**src/rtl/assert_macros.svh**
```systemverilog
// Assertion macros used by the top level of the background pixel fetcher
`ifndef ASSERT_MACROS_SVH
`define ASSERT_MACROS_SVH

// Same-cycle implication, clocked on i_clk, off during reset
`define ASSERT_IMPL(label, ante, cons, msg) \
    label: assert property (@(posedge i_clk) disable iff (!i_rst_n) (ante) |-> (cons)) \
        else $error(msg);

// Next-cycle implication, clocked on i_clk, off during reset
`define ASSERT_NEXT(label, ante, cons, msg) \
    label: assert property (@(posedge i_clk) disable iff (!i_rst_n) (ante) |=> (cons)) \
        else $error(msg);

`endif

```
**src/rtl/tbpf_pkg.sv**
```systemverilog
// Types, codes and constants of the background pixel fetcher
`timescale 1ns / 1ps
`default_nettype none

package tbpf_pkg;

    localparam int VMEM_AW      = 14;
    localparam int BANK_DEPTH   = 8192;
    localparam int PAL_DEPTH    = 32;
    localparam int PAL_AW       = 5;
    localparam int COLOR_W      = 15;
    localparam int CFG_AW       = 2;
    localparam int CFG_DW       = 8;

    localparam logic [1:0] REQ_VMEM   = 2'd0;
    localparam logic [1:0] REQ_PAL    = 2'd1;
    localparam logic [1:0] REQ_RENDER = 2'd2;

    localparam logic [CFG_AW-1:0] CFG_SCROLL_X      = 2'd0;
    localparam logic [CFG_AW-1:0] CFG_SCROLL_Y      = 2'd1;
    localparam logic [CFG_AW-1:0] CFG_TILE_UNSIGNED = 2'd2;
    localparam logic [CFG_AW-1:0] CFG_MAP_HIGH      = 2'd3;

    // Top bits of the tile map base 0x1800 within bank 0
    localparam logic [1:0] MAP_BASE_TOP = 2'b11;

    localparam int ATTR_BANK_BIT  = 3;
    localparam int ATTR_XFLIP_BIT = 5;
    localparam int ATTR_YFLIP_BIT = 6;
    localparam int ATTR_PRIO_BIT  = 7;

    typedef struct packed {
        logic [7:0] scroll_x;
        logic [7:0] scroll_y;
        logic       tile_unsigned;
        logic       map_high;
    } t_cfg;

    typedef struct packed {
        logic [1:0]         req;
        logic [VMEM_AW-1:0] mem_addr;
        logic [7:0]         mem_byte;
        logic [PAL_AW-1:0]  pal_slot;
        logic [COLOR_W-1:0] pal_value;
        logic [7:0]         column_x;
        logic [7:0]         line_y;
    } t_req_item;

    typedef struct packed {
        logic [1:0]         req;
        logic [VMEM_AW-1:0] mem_addr;
        logic [7:0]         mem_byte;
        logic [PAL_AW-1:0]  pal_slot;
        logic [COLOR_W-1:0] pal_value;
        logic [2:0]         fine_x;
        logic [2:0]         fine_y;
    } t_carry_b;

    typedef struct packed {
        t_carry_b    carry;
        logic [12:0] map_idx;
    } t_stage_a;

    typedef struct packed {
        t_carry_b   carry;
        logic [7:0] tile;
        logic [7:0] attr;
    } t_stage_b;

    typedef struct packed {
        logic [1:0]         req;
        logic [PAL_AW-1:0]  pal_slot;
        logic [COLOR_W-1:0] pal_value;
        logic [2:0]         bit_sel;
        logic [2:0]         pal_num;
        logic               prio;
    } t_carry_c;

    typedef struct packed {
        t_carry_c   carry;
        logic [7:0] plane_lo;
        logic [7:0] plane_hi;
    } t_stage_c;

    typedef struct packed {
        logic [COLOR_W-1:0] color;
        logic [1:0]         index;
        logic               prio;
    } t_pixel;

endpackage

`default_nettype wire

```
**src/rtl/tbpf_ram.sv**
```systemverilog
// Generic single-write, single-read RAM with registered read data
`timescale 1ns / 1ps
`default_nettype none

module tbpf_ram #(
    parameter int WIDTH = 8,
    parameter int DEPTH = 256,
    localparam int AW = $clog2(DEPTH)
) (
    input  wire logic             i_clk,
    input  wire logic             i_we,
    input  wire logic [AW-1:0]    i_waddr,
    input  wire logic [WIDTH-1:0] i_wdata,
    input  wire logic             i_re,
    input  wire logic [AW-1:0]    i_raddr,
    output logic      [WIDTH-1:0] o_rdata
);

    logic [WIDTH-1:0] r_mem [DEPTH];
    logic [WIDTH-1:0] r_rdata;

    always_ff @(posedge i_clk) begin
        if (i_we) begin
            r_mem[i_waddr] <= i_wdata;
        end
        if (i_re) begin
            r_rdata <= r_mem[i_raddr];
        end
    end

    assign o_rdata = r_rdata;

endmodule

`default_nettype wire

```
**src/rtl/tbpf_pal_lookup.sv**
```systemverilog
// Color index from bitplanes, palette memory and output register
`timescale 1ns / 1ps
`default_nettype none

module tbpf_pal_lookup (
    input  wire logic               i_clk,
    input  wire logic               i_rst_n,
    input  wire logic               i_c_valid,
    input  wire tbpf_pkg::t_stage_c i_c,
    input  wire logic               i_en_d,
    output logic                    o_d_valid,
    output tbpf_pkg::t_pixel        o_pixel
);

    logic [1:0]                   w_index;
    logic [tbpf_pkg::PAL_AW-1:0]  w_pal_raddr;
    logic                         w_pal_wr;
    logic [tbpf_pkg::COLOR_W-1:0] w_color;
    logic                         r_d_valid;
    logic [1:0]                   r_index;
    logic                         r_prio;

    always_comb begin
        w_index     = {i_c.plane_hi[i_c.carry.bit_sel], i_c.plane_lo[i_c.carry.bit_sel]};
        w_pal_raddr = {i_c.carry.pal_num, w_index};
        w_pal_wr    = i_c_valid && (i_c.carry.req == tbpf_pkg::REQ_PAL) && i_en_d;
    end

    always_ff @(posedge i_clk) begin
        if (!i_rst_n) begin
            r_d_valid <= 1'b0;
        end else if (i_en_d) begin
            r_d_valid <= i_c_valid && (i_c.carry.req == tbpf_pkg::REQ_RENDER);
        end
    end

    always_ff @(posedge i_clk) begin
        if (i_en_d) begin
            r_index <= w_index;
            r_prio  <= i_c.carry.prio;
        end
    end

    tbpf_ram #(
        .WIDTH (tbpf_pkg::COLOR_W),
        .DEPTH (tbpf_pkg::PAL_DEPTH)
    ) u_palette (
        .i_clk   (i_clk),
        .i_we    (w_pal_wr),
        .i_waddr (i_c.carry.pal_slot),
        .i_wdata (i_c.carry.pal_value),
        .i_re    (i_en_d),
        .i_raddr (w_pal_raddr),
        .o_rdata (w_color)
    );

    assign o_d_valid = r_d_valid;

    always_comb begin
        o_pixel.color = w_color;
        o_pixel.index = r_index;
        o_pixel.prio  = r_prio;
    end

endmodule

`default_nettype wire

```
**config.mk**
```make
export PLATFORM = sky130hd
export DESIGN_NAME = tbpf_pal_lookup
export DESIGN_NICKNAME = d
export VERILOG_FILES = /design/src/rtl/assert_macros.svh /design/src/rtl/tbpf_pkg.sv /design/src/rtl/tbpf_ram.sv /design/src/rtl/tbpf_pal_lookup.sv
export SDC_FILE = /design/constraint.sdc
export NUM_CORES = 1
export LEC_CHECK = 0
export ABC_CLOCK_PERIOD_IN_PS = 2620
export BUFFER_PORTS_ARGS = -buffer_cell sky130_fd_sc_hd__buf_2
export CORE_UTILIZATION = 52
export DETAILED_ROUTE_END_ITERATION = 16
export PLACE_DENSITY_LB_ADDON = 0.08
export RECOVER_POWER = 100
export REMOVE_ABC_BUFFERS = 1
export SLEW_MARGIN = 20
export SYNTH_ARGS = -nofsm -noshare
export SYNTH_HDL_FRONTEND = slang
export SYNTH_SLANG_ARGS = --single-unit
```
**constraint.sdc**
```tcl
create_clock -name i_clk -period 2.62 [get_ports i_clk]
set_input_delay 0.524 -clock i_clk [delete_from_list [all_inputs] [get_ports i_clk]]
set_output_delay 0.524 -clock i_clk [all_outputs]
set_load 0.005 [all_outputs]
```
After elaboration in Yosys (flattened, before gate mapping)
Memory sizes are Yosys's and may differ from the RTL's. A register that Yosys moved wholly into a read port is not among the register bits.
Cells that the tools add are included.

storage, ports and cells
  bits in registers = 4
  bits in writable memories = 480
  bits of input ports = 49
  output and inout port bits = 19
  word-level logic and storage cells = 16
  memories = 1

cells by class
  magnitude comparators = 1
  equal/unequal tests = 2
  muxes and demuxes = 6
  reductions and logical operators = 3

memory list
  memory           words  bits a word  rd ports  clocked after memory_dff  write ports  line            RTL
  u_palette.r_mem  32     15           1         1                         1            tbpf_ram.sv:19  logic [WIDTH-1:0] r_mem [DEPTH];

operators by type and width
  cell                                                        number
  binary-select mux 1 bit (select 3 bit)                      2
  less-than comparator 3 x 4 -> 1 bit, second input constant  1
  two-way mux 1 bit                                           4
  logical AND 1 bit                                           3
  equality test 2 x 1 -> 1 bit, second input constant         1
  equality test 2 bit, second input constant                  1

Logic depth before layout (Yosys ltp)
  word-level depth = 5
  gate-level depth with buffers = 11
  depth with buffers taken out = 7

Cells and area by module
A second synthesis with hierarchy kept.

unflattened totals
  cell total of the unflattened synthesis = 1090
  area total of the unflattened synthesis = 19636.3 um^2

by module, submodules not included
  module           times used  cells an instance  area each (um^2)  seq. area each (um^2)
  tbpf_ram         1           1075               19358.6           14864.3
  tbpf_pal_lookup  1           15                 277.8             110.1

Worst setup path after synthesis
OpenSTA, ideal clock, no wires.

  path kind = input to register
  start point = input port i_c[20] in the netlist's numbering
  end point = register u_palette.r_rdata[13], in the netlist u_palette.o_rdata[13], read port of u_palette.r_mem (data pin)
  arrival time = 2357 ps
  required time = 2349 ps
  path slack = -8 ps
  stages on the path = 11
  buffers on the path = 4
  path through = mux4_2 mux2i_4 inv_6 buf_6 buf_6 buf_6 buf_2 nand2_1 nand3_1 nand4_1 o211ai_1

on the way
  word-level cells in the longest chain between the ends = 2

ends and longest elaborated chain
  element                                  line                   RTL
  start, declared                          tbpf_pal_lookup.sv:9   input wire tbpf_pkg::t_stage_c i_c,
  binary-select mux 1 bit (select 3 bit)   tbpf_pal_lookup.sv:24  w_index = {i_c.plane_hi[i_c.carry.bit_sel], i_c.plane_lo[i_c.carry.bit_sel]};
  two-way mux 1 bit (implied by the code)  tbpf_pal_lookup.sv:24
  named net u_palette.i_raddr[1]           tbpf_ram.sv:15         input wire logic [AW-1:0] i_raddr,
  end, declared                            tbpf_ram.sv:20         logic [WIDTH-1:0] r_rdata;

The timed path passes the listed nets, and every way through them passes these cells. The select of a mux whose other input is x is not followed.
A chain may end at the register's enable or synchronous reset.

Final worst setup path
  start point = input port i_c[20] in the netlist's numbering
  end point = register u_palette.r_rdata[10], in the netlist u_palette.o_rdata[10], read port of u_palette.r_mem (data pin)

on the way
  word-level cells in the longest chain between the ends = 2

ends and longest elaborated chain
  element                                  line
  binary-select mux 1 bit (select 3 bit)   tbpf_pal_lookup.sv:24
  two-way mux 1 bit (implied by the code)  tbpf_pal_lookup.sv:24

Several ways; a longest one is shown, not always the timed one. The select of a mux whose other input is x is not followed.

==> results.json <==
{
  "status": "complete, but fails checks",
  "violations": "capacitance limit, slew limit",
  "via_count": 10685,
  "ant_nets": 0,
  "crit_start": "i_c[20]",
  "root_buffer": "clkbuf_16",
  "cts_max_level": 2,
  "gp_congestion": 0.805,
  "finClkSkew_ps": 24.7,
  "slew_viol_final": 495,
  "synth_compound_area_share_pct": 4.08,
  "cp-start-kind": "input pin",
  "grt_util_all_layers_pct": 25.1,
  "max_freq_mhz": 390,
  "rsz0062_at_grt": "yes",
  "cp_max_fo": 24,
  "min_path_type": "in -> reg",
  "finalSetupViolCount": 0,
  "fp.coreArea_mm2": 0.0368,
  "numClockSinks": 499,
  "cts_hold_buf": 0,
  "row_count": 70,
  "grt_pass1_vias": 10134,
  "max-cap-violations": 15,
  "max_slew_margin_pct": -22.3,
  "layout_min_cycle_time_ps": 2570,
  "fillers": 2744,
  "die_area_mm2": 0.0383,
  "worst_pin_slew_ps": 1830,
  "fin_area_mm2": 0.0228,
  "dieHeight_um": 196,
  "synth_area_per_cell_um2": 17.8,
  "r2r_cells": 5,
  "ys.flop_type": "edfxtp_1",
  "r2r-start": "u_palette.r_mem[7][10]",
  "post_drt_wl_per_cell_um": 26.4,
  "drtIter0Drc": 1256,
  "antennaDiodeCount": 0,
  "synthXorXnorAreaFrac_pct": 0,
  "grt_pass1_wl_um": 68600,
  "yosysSeqAreaShare_pct": 76.8,
  "yosys.area_share.adder_pct": 0,
  "grt_overflow_total": 0,
  "wirelength_um": 47100,
  "crit_path_end": "u_palette.o_rdata[10]",
  "synthArstFlopShare_pct": 0,
  "final-hold-violation-count": 0,
  "end_kind": "flop",
  "clk_latency_ps": 590,
  "cts_buffers": 51,
  "criticalPathCategory": "in -> reg",
  "final_util_pct": 61.9,
  "peakVddDrop_uv": 549,
  "post_synth_mux_area_share_pct": 11.7,
  "drt_pass1_iterations": 5,
  "drive_gt1_share_pct": 20.2,
  "required_ps": 2930,
  "area.growth.synth_to_final_pct": 16.7,
  "place_area_mm2": 0.0212,
  "cp.arrival_ps": 2880,
  "syn_inst": 1093,
  "pin_count": 68,
  "synth_edf_count": 498,
  "portBuffers": 67,
  "r2r_slack_ps": 890,
  "yosysWarnings": 0,
  "drc_errors": 0,
  "cts_tree": "yes",
  "clk_pin_slew_worst_paths_ps": 60,
  "synth_seq_cells": 499,
  "p_leak_nw": 7.89,
  "synth_cell_type_count": 30,
  "synth_top_family_by_area": "multiplexers",
  "start_util_pct": 53.0,
  "power_density_mw_per_mm2": 764,
  "grt_max_degree": 46,
  "clk_path_buf_depth": 3,
  "min_period_over_period_pct": 97.9,
  "die-width_um": 196,
  "dp_hpwl_um": 28500,
  "vias_per_cell": 6.00,
  "synth-simple-area-share_pct": 5.67,
  "num-nets-final": 1324,
  "r2r_end": "u_palette.o_rdata[10]",
  "antenna_found_initial": 1,
  "synthesis.area_mm2": 0.0195
}
## layer usage
layer	vias to the layer above	global-route usage (%)	share of wire [%]
li1	4758	-	-
met5	-	0	0
met4	0	7.78	2.5
met2	439	34.9	43
met3	64	4.88	8.8
met1	5424	40.0	46
## how the worst min path moves through the flow
stage / end / cells past startpoint / slack (ps) / start
3_3_place_gp: o_d_valid / 2 / 470 / o_d_valid
6_report: r_prio / 1 / 110 / i_c[16]
3_5_place_dp: o_d_valid / 2 / 480 / o_d_valid
2_1_floorplan: o_d_valid / 2 / 470 / o_d_valid
5_1_grt: r_prio / 1 / 100 / i_c[16]
4_1_cts: r_prio / 1 / 90 / i_c[16]
## logic make-up after synthesis
family	Yosys count
and+or+nand+nor	244
buffers and inverters	58
AOI/OAI and AO/OA	91
DFF	499
muxes	201
## repair_timing
action	in CTS	in global routing
gates cloned	0	0
pin swaps	0	5
resized for setup	13	15
endpoints found under the setup margin	12	13
endpoints found under the hold margin	0	0
setup buffers	1	0
## area by class of cell
cell class | count | area [µm²] | share of cell area, %
clock inverter | 23 | 174 | 0.764
sequential | 499 | 15000 | 65.8
clock buffer | 69 | 1390 | 6.09
tap | 468 | 586 | 2.57
timing repair buffer | 185 | 1310 | 5.73
inverter | 2 | 20.0 | 0.0880
multi-input combinational | 536 | 4310 | 19.0
## cell usage after synthesis (2+ instances only)
library cell  instances  area [µm²]
edfxtp_1            498       15000
mux2i_1             180        1800
nand2_1              95         357
nor2_1               56         210
nand3_1              47         235
a221oi_1             45         394
clkbuf_1             26        97.6
mux4_2               19         428
nand2b_1             18         113
nand4_1              16         100
a222oi_1             15         150
a32oi_1              15         131
o211ai_1             15         113
buf_2                11        55.1
buf_4                 9        67.6
buf_6                 9         101
nand3b_1              3        22.5
mux2i_4               2        45.0
nand4b_1              2        17.5
or3_1                 2        12.5
## report_power, final
part	switching (mW)	internal, mW	leakage, nW
Clock	2.88	3.97	0.762
Combinational	0.993	0.670	2.64
Sequential	0.0270	8.86	4.50
## worst max-delay path, cell delays in order
cell      delay (ps)
buf_2            150
mux4_2           540
mux2i_4          180
buf_12           140
clkinv_8          70
buf_12           180
mux4_2           430
nand2b_1         240
nand4_1          150
buf_4            140
o211ai_1         100
## through the flow
stage | hold WS, ps | cells | setup TNS [ps] | total power, mW | setup WS [ps]
floorplan | 470 | 1037 | -22110 | 9.83 | -1430
detailed placement | 478 | 1689 | -10820 | 10.7 | -846
global route | 98.9 | 1782 | -5.90 | 17.9 | -5.90
global placement | 466 | 1689 | -10220 | 10.6 | -814
finish | 109 | 1782 | 0 | 17.4 | 54.0
CTS | 86.3 | 1782 | 0 | 17.5 | 2.12
## state kept, by name (all words and copies together), names as in the netlist
signal	flops
u_palette.r_mem	480
u_palette.o_rdata	15
r_index	2
o_d_valid	1
r_prio	1
## placed cells by master (no fill, tap or decap), types with 16 or more instances in the layout
master,n
mux2i_1,179
nand4_1,16
clkbuf_2,30
nand2b_1,18
clkbuf_1,44
nand2_1,95
a221oi_1,28
clkbuf_16,53
mux4_2,19
a221oi_2,16
nor2_1,54
buf_4,61
nand3_1,47
edfxtp_1,498
buf_2,44
Power figures use the tool's default switching activity.
